[config.mk]
export PLATFORM = sky130hd
export DESIGN_NAME = apc_cfg
export DESIGN_NICKNAME = d
export VERILOG_FILES = /design/src/rtl/apc_pkg.sv /design/src/rtl/apc_cfg.sv
export SDC_FILE = /design/constraint.sdc
export NUM_CORES = 1
export LEC_CHECK = 0
export ABC_AREA = 1
export BUFFER_PORTS_ARGS = -buffer_cell sky130_fd_sc_hd__buf_2
export CORE_MARGIN = 3
export CORE_UTILIZATION = 34
export CTS_CLUSTER_DIAMETER = 100
export DETAILED_ROUTE_END_ITERATION = 10
export GPL_ROUTABILITY_DRIVEN = 0
export PLACE_DENSITY = 0.7
export SYNTH_ARGS = -nofsm -noshare
export SYNTH_HDL_FRONTEND = slang
export SYNTH_SLANG_ARGS = --single-unit
[constraint.sdc]
create_clock -name clk -period 0.8 [get_ports clk]
set_input_delay 0.12 -clock clk [delete_from_list [all_inputs] [get_ports clk]]
set_output_delay 0.12 -clock clk [all_outputs]
set_load 0.02 [all_outputs]
[src/rtl/apc_pkg.sv]
// Shared types and constants for the all-pairs proximity checker.
`default_nettype none
package apc_pkg;

  localparam int MAX_AGENTS = 8;
  localparam int COORD_BITS = 24;

  localparam int AGENT_W    = 3;
  localparam int AIDX_W     = $clog2(MAX_AGENTS);
  localparam int ACT_W      = 4;
  localparam int TOL_W      = 53;
  localparam int DLIM_W     = 27;
  localparam int SQ_W       = 2 * DLIM_W;
  localparam int SUM_W      = SQ_W + 2;
  localparam int POINT_W    = 3 * COORD_BITS;
  localparam int APB_ADDR_W = 4;
  localparam int APB_DATA_W = 64;

  localparam logic [TOL_W-1:0] TOL_RESET = TOL_W'(40000);
  localparam logic [ACT_W-1:0] ACT_RESET = ACT_W'(8);

  typedef logic signed [COORD_BITS-1:0] coord_t;
  typedef coord_t [2:0] point_t;

  typedef enum logic [1:0] {
    MODE_ORIGIN = 2'd0,
    MODE_SAMPLE = 2'd1,
    MODE_TICK   = 2'd2,
    MODE_NONE   = 2'd3
  } mode_t;

  typedef enum logic {
    REG_TOL    = 1'b0,
    REG_ACTIVE = 1'b1
  } reg_idx_t;

  typedef enum logic [2:0] {
    ST_IDLE,
    ST_SAMPLE,
    ST_WALK,
    ST_DRAIN,
    ST_FLUSH
  } state_t;

  typedef struct packed {
    logic [AIDX_W-1:0] first;
    logic [AIDX_W-1:0] second;
    logic              last;
  } pair_meta_t;

  typedef struct packed {
    logic       valid;
    logic       hit;
    pair_meta_t meta;
    point_t     mid;
  } pair_res_t;

endpackage
`default_nettype wire

[src/rtl/apc_cfg.sv]
// APB register file holding the squared tolerance and the active agent count.
`default_nettype none
module apc_cfg
  import apc_pkg::*;
(
  input  wire                     clk,
  input  wire                     rst_n,
  input  wire                     psel,
  input  wire                     penable,
  input  wire                     pwrite,
  input  wire  [APB_ADDR_W-1:0]   paddr,
  input  wire  [APB_DATA_W-1:0]   pwdata,
  output logic [APB_DATA_W-1:0]   prdata,
  output logic                    pready,
  output logic [TOL_W-1:0]        tol_sq,
  output logic [ACT_W-1:0]        active
);

  logic [TOL_W-1:0] tol_r, tol_nxt;
  logic [ACT_W-1:0] act_r, act_nxt;
  logic             wr_en;
  reg_idx_t         idx;

  assign pready = 1'b1;
  assign wr_en  = psel & penable & pwrite;
  assign idx    = reg_idx_t'(paddr[3]);

  always_comb begin
    tol_nxt = tol_r;
    act_nxt = act_r;
    if (wr_en) begin
      unique case (idx)
        REG_TOL:    tol_nxt = pwdata[TOL_W-1:0];
        REG_ACTIVE: act_nxt = pwdata[ACT_W-1:0];
        default:    tol_nxt = tol_r;
      endcase
    end
  end

  always_comb begin
    unique case (idx)
      REG_TOL:    prdata = APB_DATA_W'(tol_r);
      REG_ACTIVE: prdata = APB_DATA_W'(act_r);
      default:    prdata = '0;
    endcase
  end

  always_ff @(posedge clk) begin
    if (!rst_n) begin
      tol_r <= TOL_RESET;
      act_r <= ACT_RESET;
    end else begin
      tol_r <= tol_nxt;
      act_r <= act_nxt;
    end
  end

  assign tol_sq = tol_r;
  assign active = act_r;

endmodule
`default_nettype wire

==> summary.txt <==
Pwr
  – Sequential share of power: 42.9%
  – Net Sw Frac: 29.24%
  – Comb power frac: 24.2%
  – Int Pwr: 5.041 mW
  – Pwr dens: 1274 nW/um2
  – NetSw: 2.083 mW
  – VDD IR max: 0.8040 mV
  – Leakage: 2.802 nW
  – Power Total: 7.124 mW
  – Clock group share of total power: 33.0%

Routing
  – Antenna viol nets, final: 0
  – Drt pass-1 iters: 4
  – DR DRC count: 0
  – Vias/cell: 4.437
  – DR WL/cell: 12.88 um
  – DRT iter0 DRCs: 79
  – Via count: between 3,000 and 4,000
  – Wirelength, routed: 10.46 mm

Placement
  – Port-buffer cells: ~170
  – DP HPWL: 6.416 mm
  – Worst slack, placed: -209.8 ps
  – Cell area after placement: 4095 um2
  – Placed insts: 744

Final layout
  – Most frequent cells in the layout: buf_6 (136), nor2_1 (102), nand2_1 (72)
  – Final nets: 775
  – Share of the core filled with cells: just under 70%
  – Area Growth Syn to Fin: 89.89%
  – Commonest non-fill, non-tap cell in the layout: buf_6
  – Area of the multi-input gates: 1429 um2
  – Register area: between 1000 and 1500 um2
  – Layout fillers: 642
  – Non-Filler Instances: around 810
  – ANT cells: 0
  – Share of post-route cells with drive strength above 1: 55.45%
  – Final Cell Area: 5593 um2

Critical path
  – CP delay by family, top: flip-flops
  – Slowest-stage cell, CP: dfxtp_2
  – Max FO, Critical Path: 2
  – Worst R2R Setup Slack: 0 ps
  – CP arrival: 970 ps
  – Crit. End Element: output pin
  – Critical R2R Capture: tol_sq[29]
  – Worst path cell trace: inv_2 -> nor2_2 -> buf_6
  – Worst r2r path cells: 4
  – Data required, critical path: 680 ps
  – Worst r2r src: tol_sq[29]
  – Setup CP Type: register to output pin
  – Largest stage delay, worst path: about 340 ps
  – Nature of the critical path startpoint: register
  – WP buf/inv: 2

STA
  – RSZ-0062 raised after global routing: yes
  – Layout Skew: 0 ps
  – Final Max Slew Viols: 0
  – Min cycle time layout: 1094 ps
  – Final period util: 136.8%
  – Fin. Hold Viols: 0
  – Max Freq: 0.9139 GHz
  – Setup WS post-layout: -294.2 ps
  – Final Setup Violations: 111

Worst hold path
  – Hold Path Cell Cnt: 3
  – Worst hold path type: input port to register
  – Hold_sp: pwdata[15]
  – Hold EP: tol_sq[15]

Synth
  – Post-Synthesis Cells: 486
  – Post-Syn Area: roughly 2900 um2
  – Post-synthesis cell type count: 16
  – Yosys top cell area share: 38.74%
  – Avg Inst Size Synth: ~6.1 um2
  – Synth Register Bits: 57
  – Yosys warnings: 0
  – Register area share after synthesis: 38.74%
  – Synth area leaders: dfxtp_1 (39%), nor2_1 (19%), inv_1 (12%)
  – Leading area contributor after synthesis: dfxtp_1

Global route
  – Largest net degree at the start of global routing: 36
  – First-pass GRT wire length: 14.58 mm
  – Vias in the first global route: about 3,100
  – Initial antenna violation count: 0
  – GRT Overall Usage: 18.19%
  – Total gr overflow: 0

Outcome
  – Failing checks: negative setup slack
  – Status: finished with violations

Floorplan
  – Core area: 8299 um2
  – Starting Density: 35.49%
  – Row cnt: 33
  – Die height: around 99 um
  – I/O pin count: 195
  – Die area: 9816 um2
  – Chip width: 99.08 um

Clock network
  – Htree depth: 3
  – CTS root buf: clkbuf_8
  – Total CTS buffers: 9
  – CTS sink count: 57
  – Clock Tree Buf Depth: 2
  – Skew-Pair Late Insertion Delay: between 300 and 400 ps
  – Clock Pin Slew Worst Setup and Hold Paths: 60 ps
  – TritonCTS clock tree: yes

Job
  – Maxcap violations: 0
==> registers in the layout, summed over array words and instances, names as in the netlist <==
name	cells
active	4
tol_sq	53
==> how the worst max path moves through the flow <==
stage	cells after the start	to	start	slack [ps]
global route	3	prdata[46]	tol_sq[46]	-350
floorplan	2	prdata[13]	tol_sq[13]	-30
detailed placement	6	tol_sq[41]	paddr[3]	-210
finish	3	prdata[29]	tol_sq[29]	-290
global placement	7	tol_sq[22]	psel	-160
CTS	3	prdata[10]	tol_sq[10]	-300
==> cell families (layout without fill, tap and decap cells) <==
kind of cell    after synthesis  in the layout  share of synthesized area (%)
compound gates                1              1                         0.1698
buf+inv                     138            349                          21.16
other cells                   2             12                         0.2550
flops                        57             57                          38.74
simple gates                288            288                          39.68
==> worst reg2reg max path, stage by stage, from the launching register on <==
cell and delay, ps:
dfxtp_2 330, buf_6 110, buf_4 120, nor2_1 90, nor2_1 50
==> timing repair <==
item                                   in CTS  in global routing
endpoints found under the hold margin       2                  0
buffers inserted                            4                 46
pin swaps                                   2                 18
hold buffers                                2                  0
gates resized for setup                   242                108
setup endpoints to repair                 110                111
==> cells in the mapped netlist (all sizes together) <==
| library cell | count |
|---|---|
| inv | 99 |
| nor2 | 154 |
| nand2 | 76 |
| buf | 37 |
| clkbuf | 2 |
| dfxtp | 57 |
| conb | 2 |
| o21ai | 1 |
| nand3 | 58 |
==> area by class of cell <==
type,instances,share of cell area (%)
Timing Repair Buffer,234,40.31
Clock inverter,3,0.2685
Tap cell,105,2.349
Sequential cell,57,21.95
Inverter,99,6.734
Multi-Input combinational cell,301,25.55
Clock buffer,13,2.841
==> metrics by stage <==
step	TNS, ps	hold WS [ps]
floorplan	-1321	246.1
global placement	-10600	344.2
detailed placement	-13080	349.6
CTS	-22690	5.338
global route	-29560	19.92
finish	-24730	18.11
==> routing by layer <==
layer	GRT usage (%)	part of all wire (%)
met3	4.742	6.2
met4	6.933	1.4
met2	32.28	54
met1	20.78	39
met5	0	0
==> power groups by stage <==
stage,Combinational (mW),Sequential (mW),Clock [mW]
after floorplan,0.714,3.19,0
after global placement,1.25,3.08,0
after detailed placement,1.27,3.08,0
after CTS,1.47,3.06,2.43
after global routing,1.86,3.06,2.56
final,1.72,3.05,2.35
No activity file was read; power rests on OpenSTA's default activity.
