File: src/rtl/apc_pkg.sv
// Shared types and constants for the all-pairs proximity checker.
`default_nettype none
package apc_pkg;

  localparam int MAX_AGENTS = 8;
  localparam int COORD_BITS = 24;

  localparam int AGENT_W    = 3;
  localparam int AIDX_W     = $clog2(MAX_AGENTS);
  localparam int ACT_W      = 4;
  localparam int TOL_W      = 53;
  localparam int DLIM_W     = 27;
  localparam int SQ_W       = 2 * DLIM_W;
  localparam int SUM_W      = SQ_W + 2;
  localparam int POINT_W    = 3 * COORD_BITS;
  localparam int APB_ADDR_W = 4;
  localparam int APB_DATA_W = 64;

  localparam logic [TOL_W-1:0] TOL_RESET = TOL_W'(40000);
  localparam logic [ACT_W-1:0] ACT_RESET = ACT_W'(8);

  typedef logic signed [COORD_BITS-1:0] coord_t;
  typedef coord_t [2:0] point_t;

  typedef enum logic [1:0] {
    MODE_ORIGIN = 2'd0,
    MODE_SAMPLE = 2'd1,
    MODE_TICK   = 2'd2,
    MODE_NONE   = 2'd3
  } mode_t;

  typedef enum logic {
    REG_TOL    = 1'b0,
    REG_ACTIVE = 1'b1
  } reg_idx_t;

  typedef enum logic [2:0] {
    ST_IDLE,
    ST_SAMPLE,
    ST_WALK,
    ST_DRAIN,
    ST_FLUSH
  } state_t;

  typedef struct packed {
    logic [AIDX_W-1:0] first;
    logic [AIDX_W-1:0] second;
    logic              last;
  } pair_meta_t;

  typedef struct packed {
    logic       valid;
    logic       hit;
    pair_meta_t meta;
    point_t     mid;
  } pair_res_t;

endpackage
`default_nettype wire

File: src/rtl/apc_pair.sv
// Three-stage pipeline that tests one pair for proximity and forms its midpoint.
`default_nettype none
module apc_pair
  import apc_pkg::*;
(
  input  wire               clk,
  input  wire               rst_n,
  input  wire               in_vld,
  input  pair_meta_t        in_meta,
  input  point_t            pos_a,
  input  point_t            pos_b,
  input  wire  [TOL_W-1:0]  tol_sq,
  output pair_res_t         res
);

  localparam int DIFF_W = COORD_BITS + 1;

  logic                         s1_vld_r, s2_vld_r, s3_vld_r;
  pair_meta_t                   s1_meta_r, s2_meta_r, s3_meta_r;
  point_t                       s1_mid_r, s2_mid_r, s3_mid_r;
  logic                         s1_far_r, s2_far_r;
  logic                         s3_hit_r;
  logic [2:0][DLIM_W-1:0]       s1_abs_r;
  logic [2:0][SQ_W-1:0]         s2_sq_r;

  logic                         far_nxt;
  logic [2:0][DLIM_W-1:0]       abs_nxt;
  point_t                       mid_nxt;
  logic [2:0][SQ_W-1:0]         sq_nxt;
  logic [SUM_W-1:0]             sum;

  always_comb begin
    logic signed [DIFF_W-1:0] d;
    logic signed [DIFF_W-1:0] s;
    logic        [DIFF_W-1:0] ad;
    far_nxt = 1'b0;
    for (int k = 0; k < 3; k++) begin
      d = DIFF_W'(pos_a[k]) - DIFF_W'(pos_b[k]);
      s = DIFF_W'(pos_a[k]) + DIFF_W'(pos_b[k]);
      ad = d[DIFF_W-1] ? DIFF_W'(-d) : DIFF_W'(d);
      if ((ad >> DLIM_W) != '0) begin
        far_nxt = 1'b1;
      end
      abs_nxt[k] = DLIM_W'(ad);
      mid_nxt[k] = COORD_BITS'(s >>> 1);
    end
  end

  always_comb begin
    for (int k = 0; k < 3; k++) begin
      sq_nxt[k] = SQ_W'(s1_abs_r[k]) * SQ_W'(s1_abs_r[k]);
    end
  end

  assign sum = SUM_W'(s2_sq_r[0]) + SUM_W'(s2_sq_r[1]) + SUM_W'(s2_sq_r[2]);

  always_ff @(posedge clk) begin
    if (!rst_n) begin
      s1_vld_r <= 1'b0;
      s2_vld_r <= 1'b0;
      s3_vld_r <= 1'b0;
    end else begin
      s1_vld_r <= in_vld;
      s2_vld_r <= s1_vld_r;
      s3_vld_r <= s2_vld_r;
    end
  end

  always_ff @(posedge clk) begin
    s1_meta_r <= in_meta;
    s1_mid_r  <= mid_nxt;
    s1_far_r  <= far_nxt;
    s1_abs_r  <= abs_nxt;
    s2_meta_r <= s1_meta_r;
    s2_mid_r  <= s1_mid_r;
    s2_far_r  <= s1_far_r;
    s2_sq_r   <= sq_nxt;
    s3_meta_r <= s2_meta_r;
    s3_mid_r  <= s2_mid_r;
    s3_hit_r  <= ~s2_far_r & (sum <= SUM_W'(tol_sq));
  end

  assign res.valid = s3_vld_r;
  assign res.hit   = s3_hit_r;
  assign res.meta  = s3_meta_r;
  assign res.mid   = s3_mid_r;

endmodule
`default_nettype wire

File: config.mk
export PLATFORM = sky130hd
export DESIGN_NAME = apc_pair
export DESIGN_NICKNAME = d
export VERILOG_FILES = /design/src/rtl/apc_pkg.sv /design/src/rtl/apc_pair.sv
export SDC_FILE = /design/constraint.sdc
export NUM_CORES = 2
export LEC_CHECK = 0
export BUFFER_PORTS_ARGS = -buffer_cell sky130_fd_sc_hd__clkbuf_2
export CAP_MARGIN = 20
export CORE_MARGIN = 1.5
export CORE_UTILIZATION = 55
export DETAILED_ROUTE_END_ITERATION = 10
export GPL_TIMING_DRIVEN = 0
export PLACE_DENSITY = 0.72
export SYNTH_ARGS = -nofsm -noshare
export SYNTH_HDL_FRONTEND = slang
export SYNTH_SLANG_ARGS = --single-unit
File: constraint.sdc
create_clock -name clk -period 9.66 [get_ports clk]
set_clock_uncertainty 0.05 [all_clocks]
set_input_delay 1.932 -clock clk [delete_from_list [all_inputs] [get_ports clk]]
set_output_delay 1.932 -clock clk [all_outputs]
set_load 0.005 [all_outputs]
==> results.cfg <==
[clock_network]
cts_tree = yes
cts_hold_buffers = 0
ctsHtreeMaxLevel = 2
cts-buffers-inserted = 53
cts_setup_buffers = 0
clk_pin_slew_ns = 0.06
clkSinkCount = 463
root_buffer = clkbuf_16
clkLatencyLatePin_ns = 0.70
clock_path_buffers = 3

[drt]
first_iter_violations = 4042
drtPass1Iterations = 7
drc = 0
avgRoutedWirePerCell_microns = 19.7
totalWireLength_microns = 207000
ant_nets = 0
vias = 56500
viasPerCell = 5.37

[synthesis]
netlist_top_cells_area = fa_1, ha_1, dfxtp_1
synthesis.area_sq_mm = 0.0765
synth_flop_cell = dfxtp_1
ys_top_cells_by_count = inv_1, fa_1, ha_1, nand2_1, dfxtp_1
synth_edf_count = 0
ys_ff_latch = 463
postSynthCellCount = 8323
synth_top_area_cell = fa_1
seq_area_frac_synth_pct = 12.1
avgSynthCellArea_sq_um = 9.19
async_reset_ff_share_pct = 0
synth_cell_types = 97
ys_warn_count = 0
yosysTopAreaCellShare_pct = 38.1
yosysMostFrequentCell = inv_1

[cells_and_area]
num-fill-cells = 12200
multi_input_area_sq_mm = 0.0579
final_layout_size_suffix_gt1_share_pct = 5.47
nets = 11100
seqCellArea_sq_mm = 0.00927
area_growth_pct = 7.20

[floorplan]
die_area_sq_mm = 0.141
std_cell_rows = 136
initial_utilization_pct = 55.5
io_pins = 288
die_width_microns = 376
fp.coreArea_sq_mm = 0.138
die_height_microns = 376

[timing]
slew_headroom_pct = 12.1
period_minus_slack_ns = 9.31
rsz0062_at_grt = no
clock.fmax_mhz = 107
tightestPinTransition_ns = 1.31
hold_viol = 0
hold_ws_ns = 0.269
fin_setup_tns_ns = 0
finalCritPeriodShare_pct = 96.4
setup_viol = 0
final_max_slew_viol_count = 0

[grt]
grt_usage_pct = 29.9
antenna_found_initial = 3
grt_pass1_wl_microns = 326000
grt_overflow = 0
grt_max_degree = 17
grt_pass1_vias = 59700

[setup_path]
slowest_stage = dfxtp_1
start_kind = flip-flop
criticalPathCategory = flip-flop to flip-flop
end_kind = flip-flop
rr_worst_depth = 28
path_max_fanout = 10
cp_data_required_time_ns = 10.14
cp_slowest_stage_delay_ns = 0.67
cp.arrival_ns = 9.79

[job]
cap_violations = 0

[min_path]
worstHoldPathCells = 0
hold_class = flip-flop to flip-flop

[placed_design]
hpwl_microns = 176000
gp_congestion = 0.988
io_buffers = 287

[status]
status = completed
-- flip-flops by register name, summed over array words and instances (netlist names) --
name and cells:
s2_sq_r 147, res 79, s1_abs_r 75, s1_mid_r 72
s2_mid_r 72, s1_meta_r 7, s2_meta_r 7, s1_vld_r 1
s2_vld_r 1, s3_hit_r 1, s3_vld_r 1
-- stage by stage --
| stage | cell area, sq um | cells | utilization, % | worst slack (ns) |
|---|---|---|---|---|
| finish | 82000 | 10500 | 59.5 | 0.350 |
| global route | 82000 | 10500 | 59.5 | 0.0266 |
| CTS | 82000 | 10500 | 59.5 | 0.270 |
| detailed placement | 80200 | 10400 | 58.2 | 0.355 |
| global placement | 80200 | 10400 | 58.2 | 0.332 |
| floorplan | 76500 | 8324 | - | 2.26 |
-- final cells by class --
cell class | count | area share [%]
tap | 1794 | 2.74
clock inverter | 32 | 0.453
clock buffer | 67 | 1.77
antenna | 2 | 0.00610
sequential | 463 | 11.3
buffer | 232 | 1.13
inverter | 2249 | 10.3
multi-input combinational | 5379 | 70.6
timing repair buffer | 287 | 1.75
-- per-layer routing --
layer  GRT usage [%]  up-vias  wire [microns]
met2            48.8     1924           95700
met4            10.5        2            8270
li1                -    25900               -
met1            40.6    28200           88100
met3            4.78      406           15100
met5               0        -              20
-- cell usage in the layout (no fill, tap or decap), types with 14 or more instances in the layout --
cell	netlist	final
nand4_1	41	41
nand2_1	615	615
and2_1	375	375
a211oi_1	36	36
o211ai_1	22	22
xnor2_1	274	274
or3_1	28	28
o21ai_0	145	145
nand3_1	69	69
clkbuf_16	0	53
nand2b_1	33	33
xor2_1	122	122
clkbuf_1	210	212
fa_1	1456	1456
a21oi_1	312	312
o31ai_1	24	24
buf_2	14	14
a311oi_1	14	14
or2_2	16	16
ha_1	809	809
clkbuf_2	1	292
o21a_1	30	30
nor3_1	57	57
and3_1	51	51
a31oi_1	46	46
nor2_1	278	278
inv_1	2245	2245
dfxtp_1	463	463
o21bai_1	60	60
nor2b_1	58	58
a21o_1	175	175
-- critical path, delay by kind of cell, from the launching register on --
family / cells / cell delay, ns
simple gates: 4 / 1.41
xor+xnor: 1 / 0.34
buf+inv: 9 / 1.39
fa+ha+maj: 8 / 3.87
flops: 1 / 0.67
compound gates: 6 / 1.40
-- logic make-up after synthesis --
family	count (synthesis)	synth area share (%)
adders and majority gates	2265	51.3
muxes	13	0.180
buffers and inverters	2482	12.2
DFF	463	12.1
and+or+nand+nor	1688	10.9
AOI/OAI and AO/OA	1014	8.71
other	2	0.00981
xor gates and xnor gates	396	4.53
-- worst paths after layout --
kind / start / to / slack [ns]
worst max-delay path: s1_abs_r[30] / s2_sq_r[102] / 0.35
worst min-delay path: s1_mid_r[44] / s2_mid_r[44] / 0.27
worst max register to register: s1_abs_r[30] / s2_sq_r[102] / 0.35
worst min register to register: s1_mid_r[44] / s2_mid_r[44] / 0.27
-- what timing repair did --
item	CTS	global route
setup endpoints to repair	0	8
resized for setup	0	9
endpoints found under the hold margin	0	0
Power is left out: the tool's default activity adds up to more than one toggle a clock period on the data nets, which glitch-free logic cannot reach.
