**config.mk**
```make
export PLATFORM = sky130hd
export DESIGN_NAME = apc_ram
export DESIGN_NICKNAME = d
export VERILOG_FILES = /design/src/rtl/apc_ram.sv
export SDC_FILE = /design/constraint.sdc
export NUM_CORES = 1
export LEC_CHECK = 0
export BUFFER_PORTS_ARGS = -buffer_cell sky130_fd_sc_hd__buf_2
export CORE_MARGIN = 4
export CORE_UTILIZATION = 52
export CTS_CLUSTER_DIAMETER = 200
export DETAILED_ROUTE_END_ITERATION = 8
export PLACE_DENSITY = 0.86
export SKIP_CTS_REPAIR_TIMING = 1
export SLEW_MARGIN = 20
export SYNTH_ARGS = -nofsm -noshare
export SYNTH_HDL_FRONTEND = slang
export SYNTH_SLANG_ARGS = --single-unit
```
**constraint.sdc**
```tcl
create_clock -name clk -period 1.2 [get_ports clk]
set_clock_uncertainty 0.05 [all_clocks]
set_input_delay 0.06 -clock clk [delete_from_list [all_inputs] [get_ports clk]]
set_output_delay 0.06 -clock clk [all_outputs]
set_load 0.1 [all_outputs]
```
**src/rtl/apc_ram.sv**
```systemverilog
// Generic synchronous RAM with one write port and registered read ports.
`default_nettype none
module apc_ram #(
  parameter int WIDTH  = 8,
  parameter int DEPTH  = 8,
  parameter int NUM_RD = 1,
  localparam int ADDR_W = (DEPTH > 1) ? $clog2(DEPTH) : 1
) (
  input  wire                                clk,
  input  wire                                we,
  input  wire  [ADDR_W-1:0]                  waddr,
  input  wire  [WIDTH-1:0]                   wdata,
  input  wire  [NUM_RD-1:0][ADDR_W-1:0]      raddr,
  output logic [NUM_RD-1:0][WIDTH-1:0]       rdata
);

  logic [WIDTH-1:0] mem [DEPTH];
  logic [NUM_RD-1:0][WIDTH-1:0] rdata_r;

  always_ff @(posedge clk) begin
    if (we) begin
      mem[waddr] <= wdata;
    end
  end

  always_ff @(posedge clk) begin
    for (int k = 0; k < NUM_RD; k++) begin
      rdata_r[k] <= mem[raddr[k]];
    end
  end

  assign rdata = rdata_r;

endmodule
`default_nettype wire

```
==> results, run 1 <==
- Setup slack on the critical path of the routed design comes to -81.4 ps.
- The number of clock buffers added by TritonCTS is 9.
- At the end of routability-driven placement, the weighted congestion stood at between 0.6 and 0.7.
- The number of global-route vias before repair was approximately 1300.
- The number of antenna violations at the first check in global routing was 0.
- The count of routing violations after the opening detailed-route iteration is roughly 110.
- The count of unique library cells instantiated by Yosys is 14.
- Counting I/O delays and the setup requirement, the final critical path takes around 1300 ps.
- Summing over every cut layer, the via total after detailed routing is 1225.
- The number of synthesis warnings is 0.
- The measured slew at the worst slew-check pin is ~480 ps.
- No sink is reached through more buffers than the 2 on the longest clock path.
- The number of sinks on the clock net is between 70 and 80.
- The worst hold-check path type is input port to flip-flop.
- In the final layout, the multi-input gates occupy between 500 and 600 µm².
- Summed over all layers, the routed wires come to 4520 µm.
- Setup violations remaining at the end of the flow were counted as 8.
- The total count of max-transition violations in the final report is 0.
- The largest fanout on the critical path is 1.
- Max-cap violations in this run came to 0.
- The synthesis-to-finish area growth is 17.2%.
- The area of the mapped netlist is between 0.002 and 0.003 mm².
- Row generation in the floorplan step produced 25 rows.
- The signal on the critical path passes through mux4_2 > mux2_2.
- The flow ran to the end, but the final reports show violations.
- The via count normalized by instance count is 5.26.
- The gate count of the mapped netlist is between 100 and 150.
- The sequential cell area in the final layout is ~0.0021 mm².
- The checks that failed: negative setup slack.
- STA puts the critical path data required time at ~1400 ps.
- The share of final-layout standard cells stronger than drive strength 1 is 42.8%.
- The count of final hold-check violations is 0.
- The number of primary I/O pins is 24.
- After clock tree synthesis, the clock-pin slew on the worst setup and hold paths is 70 ps.
- The global-route congestion overflow total is 0.
- The highest-delay cell along the critical path is sky130_fd_sc_hd__mux4_2.
- The count of buffers added on input and output ports is 23.
- The worst setup slack before clock tree synthesis is -152 ps.
- The net count of the finished layout is 177.
- For this run, the slowest stage of the critical path takes roughly 460 ps.
- The arrival time of data at the critical path endpoint is 1450 ps.
- The sequential cell area fraction in the yosys report is between 70% and 80%.
- The remaining max-slew budget at the tightest pin is around 68%.
- After legalization and detailed placement, the total HPWL measured between 2000 and 3000 µm.
- For this configuration, the core starts out at a cell density of between 50% and 60%.
- Based on the critical path, the design can be clocked at up to roughly 780 MHz.
- The design draws approximately 5.0 mW.
- Synthesis produced a netlist with a net count of 130.
- The wire length of the first global-routing pass is ~6700 µm.
- TritonCTS built the clock tree.
- The area of all placed cells without fillers is roughly 0.0032 mm².
- Counting the fill cells in the layout gives about 340.
- The die span in y is ~80 µm.
- The number of nets still failing antenna checks after routing is 0.
- The type of destination of the critical path is a flip-flop.
- The first detailed-routing pass ran for 4 iterations.
- Entering global routing, the biggest net connects 17 pins.
- Summed over all cells, the static leakage comes to roughly 1.1 nW.
- Dividing the detail-routed wire length by the instance count gives between 15 and 20 µm.
- The flip-flop and latch count after synthesis is 72.
- The full die area is between 0.006 and 0.007 mm².
- VDD sags by at most about 600 µV.
- The floorplan step defined a core boundary enclosing approximately 0.0049 mm².
- After detailed placement, the total cell area comes to about 0.0029 mm².
- Setup repair after global routing could not meet its margin everywhere.
- The depth of the CTS H-tree is 3.
- The overall global routing resource usage is 15.2%.
- The startpoint kind of the worst setup timing path is a flip-flop.
- The average footprint of a synthesized cell is between 20 and 25 µm².
- The root buffer selected by CTS is sky130_fd_sc_hd__clkbuf_8.
- The die is around 80 µm wide.
- 0 antenna diodes ended up in the layout.
- Dividing total power by cell area gives a power density of 1580 mW/mm².
- The type of the setup path with the least slack is flip-flop to flip-flop.
- The DRC violations left is 0.
- The clock reaches the later pin of the worst-skew pair after between 300 and 400 ps.
- The worst path uses 107% of the clock period.
[final timing paths]
check / from / to / slack (ps) / cells past startpoint
hold / removal: raddr[1] / rdata[4] / 110 / 2
setup reg to reg: mem[0][3] / rdata[3] / -80 / 2
setup / recovery: mem[0][3] / rdata[3] / -80 / 2
hold reg to reg: mem[5][5] / rdata[5] / 630 / 2
[state kept, by name, indices dropped and copies added, names as in the netlist]
signal,cells
rdata,8
mem,64
[per-layer routing]
metal	vias to the layer above	share of wire, %	GRT usage (%)
li1	558	-	-
met1	619	39	16.8
met2	41	53	26.7
met3	7	5.5	3.39
met4	0	1.9	9.12
met5	-	0	0
[cell usage after synthesis, drive strengths merged]
| cell type | n | area [µm²] |
|---|---|---|
| buf | 4 | 40.0 |
| clkbuf | 1 | 3.75 |
| dfxtp | 8 | 160 |
| edfxtp | 64 | 1920 |
| mux2 | 8 | 90.1 |
| mux4 | 16 | 417 |
| nand2 | 2 | 7.51 |
| nand2b | 3 | 18.8 |
| nor2 | 6 | 22.5 |
| nor3 | 2 | 10.0 |
[final cells by class]
type / instances / share of cell area [%]
clock buffer: 12 / 4.60
clock inverter: 4 / 0.635
multi-input combinational: 37 / 16.8
sequential: 72 / 66.0
tap: 67 / 2.66
timing repair buffer: 41 / 9.29
[critical path, delay by kind of cell (launching register included)]
| family | cells | cell delay, ps |
|---|---|---|
| DFF | 1 | 390 |
| muxes | 2 | 730 |
[report_power, final]
group	switching (mW)	internal (mW)	total (mW)	leakage (nW)
registers	0.0260	2.83	2.86	0.649
clock network	0.799	0.793	1.59	0.0899
logic	0.350	0.180	0.530	0.357
[placed cells by master (no fill, tap or decap), drive strengths merged]
master,Yosys,routed
mux4,16,16
buf,4,29
nor2,6,6
dfxtp,8,8
nand2,2,2
dlygate4sd3,0,8
mux2,8,8
clkinv,0,4
nand2b,3,3
nor3,2,2
edfxtp,64,64
clkbuf,1,16
[per-stage QoR]
stage                     util, %  instances  setup TNS (ps)  hold slack (ps)
after floorplan                 -        114            -316              109
after global placement       60.2        209            -726              259
after detailed placement     60.2        209            -967              283
after CTS                    63.6        225            -857            -70.0
after global routing         64.6        233            -835              105
final                        64.6        233            -562              111
[cells by family (layout without fill, tap and decap cells)]
group | Yosys count | count (layout) | synth area share [%]
buffers and inverters | 5 | 57 | 1.63
muxes | 24 | 24 | 18.8
and+or+nand+nor | 13 | 13 | 2.19
DFF | 72 | 72 | 77.4
Note: power is estimated with default switching activity, not from simulation.
==> run 2, diff against run 1 <==
Settings changed: CORE_UTILIZATION 52 to 55, CTS_BUF_LIST set to sky130_fd_sc_hd__clkbuf_4 sky130_fd_sc_hd__clkbuf_8, PLACE_DENSITY 0.86 to 0.89.
==> results, run 2 (synthesized netlist as in run 1, its figures left out) <==
- For the pin with the worst max-slew slack, the measured transition is between 400 and 500 ps.
- The full die area is between 0.006 and 0.007 mm².
- The register-to-register path setup slack is -170 ps.
- The largest fanout on the critical path is 1.
- The leakage power total is about 1.1 nW.
- Timing analysis after detailed placement gives a worst setup slack of -193 ps.
- The type of destination of the critical path is a flip-flop.
- The final period demand of the worst path is 1370 ps.
- The register with the most flip-flops in the layout has 64 of them.
- Based on the critical path, the design can be clocked at up to approximately 730 MHz.
- STA puts the critical path data required time at 1370 ps.
- The highest layer used for signal routing is met4.
- The setup total negative slack is -680 ps.
- For this run, the total global-route usage over all layers was measured as approximately 16%.
- In this run the power density over the cells is 1620 mW/mm².
- The checks that failed: negative setup slack.
- Clock tree synthesis inserted a total of 9 buffers.
- The cell row count is 25.
- Counting flops per register, the top entry is mem.
- Entering global routing, the biggest net connects 17 pins.
- At the later pin of the worst-skew pair, clock insertion delay measures approximately 330 ps.
- The pre-antenna-repair detailed-routing pass consisted of 4 iterations.
- The root buffer selected by CTS is sky130_fd_sc_hd__clkbuf_8.
- From left edge to right edge, the die measures just under 80 µm.
- The number of antenna violations at the first check in global routing is 0.
- The run finished, with violations left.
- Dividing the detail-routed wire length by the instance count gives between 15 and 20 µm.
- The number of global-route vias before repair is between 1000 and 1500.
- In this run the number of H-tree levels came out at 3.
- Leaving out fill and tap cells, the most frequent cell in the layout is sky130_fd_sc_hd__edfxtp_1.
- At the end of routability-driven placement, the weighted congestion stood at slightly above 0.7.
- From synthesis to final layout, the design area changed by 18.8%.
- The highest-delay cell along the critical path is sky130_fd_sc_hd__mux4_2.
- The number of cells traversed by the worst hold path is 2.
- The count of buffers added on input and output ports is 23.
- The largest stage delay on the critical path is slightly above 500 ps.
- In the final layout, flip-flops and latches occupy around 0.0021 mm².
- The total count of max-transition violations in the final report is 0.
- The signal on the critical path passes through mux4_2 > mux2_2.
- Setup violations remaining at the end of the flow were counted as 8.
- The path class of the tightest hold or removal check is input port to flip-flop.
- The count of fill cells added during filler insertion is about 320.
- During I/O placement, the number of pins put on the boundary was 24.
- The number of nets still failing antenna checks after routing is 0.
- The remaining max-slew budget at the tightest pin is between 60% and 70%.
- The worst hold path begins at raddr[1].
- After detailed routing, the number of vias per cell comes to 5.40.
- The arrival time of data at the critical path endpoint is about 1500 ps.
- The routed design uses 231 µm of met3 wire.
- The first global-routing pass estimated 6910 µm of wire.
- The number of sinks on the clock net is about 70.
- Across the run, the number of max-cap violations was 0.
- The count of final hold-check violations is 0.
- The total routed wirelength is between 4000 and 5000 µm.
- TritonCTS built the clock tree.
- Leaving out fill and tap cells, the most frequent cells in the layout are sky130_fd_sc_hd__edfxtp_1, sky130_fd_sc_hd__buf_2, sky130_fd_sc_hd__mux4_2.
- Summing over every cut layer, the via total after detailed routing is about 1300.
- The clock transition at the register clock pins on the worst setup and hold paths after CTS is ~70 ps.
- Global routing finished with a remaining overflow of 0.
- Tracing the worst setup path back leads to its startpoint at mem[5][5].
- The DRC violations left is 0.
- The initial cell density of the core is a little under three fifths.
- The core region is roughly 0.0047 mm².
- The placed wire-length estimate is 2760 µm.
- The final critical path takes up 114% of the cycle.
- The number of cells on the worst reg-to-reg path is 2.
- Setup slack on the critical path of the routed design comes to -168 ps.
- Summing all multi-input logic gate instances after layout gives 537 µm².
- The count of routing violations after the opening detailed-route iteration is between 100 and 150.
- The net count of the finished layout is approximately 180.
- The number of inserted diodes is 0.
- In this run the critical register-to-register path is launched from mem[5][5].
- Detailed routing placed a total of 2350 µm of wire on met2.
- STA classifies the critical path startpoint as a flip-flop.
- Setup repair after global routing could not meet its margin everywhere.
- The die span in y is just under 80 µm.
- The critical path in this run is classified as flip-flop to flip-flop.
- The post-route netlist has 41.0% of its cells at a drive strength greater than 1.
- The buffer depth of the longest clock path is 2.
- IR analysis of the VDD net gives a maximum drop of ~760 µV.
- In the final routing, the length of wire on met1 measures approximately 2000 µm.
## run 2: cell types whose count changed in the layout (fill, tap and decap cells not counted), sizes merged
| cell | delta |
|---|---|
| clkbuf | -2 |
| bufinv | +1 |
| buf | +1 |
## run 2: worst max-delay path, delay by kind of cell (launching register included)
| kind | cells | cell delay [ps] |
|---|---|---|
| flops | 1 | 410 |
| mux | 2 | 790 |
## run 2: metal layers
layer  GRT usage [%]  up-vias
li1                -      564
met1            20.9      650
met2            25.8       37
met3            3.83        8
met4            8.92        0
met5               0        -
## run 2: area by class of cell
cell class,instances,share of cell area [%]
flip-flops and latches,72,65.1
repair buffers,41,9.47
well taps,67,2.62
clock inverters,5,1.49
multi-input cells,37,16.8
clock buffers,11,4.54
## run 2: through the flow
step	total power [mW]	instances	util, %	hold slack (ps)	instance area [µm²]
floorplan	3.27	114	-	109	2700
global placement	3.38	209	62.5	265	2950
detailed placement	3.40	209	62.5	284	2950
CTS	5.19	225	66.6	-67.7	3140
global route	5.39	233	67.7	122	3200
finish	5.19	233	67.7	121	3200
## run 2: power breakdown
part           internal [mW]  switching (mW)
Clock                   1.02           0.784
Combinational          0.180           0.351
Sequential              2.83          0.0254
Total                   4.03            1.16
## run 2: final timing paths
path / end
worst max-delay path: rdata[5]
worst min-delay path: rdata[1]
worst min register to register: rdata[4]
worst max register to register: rdata[5]
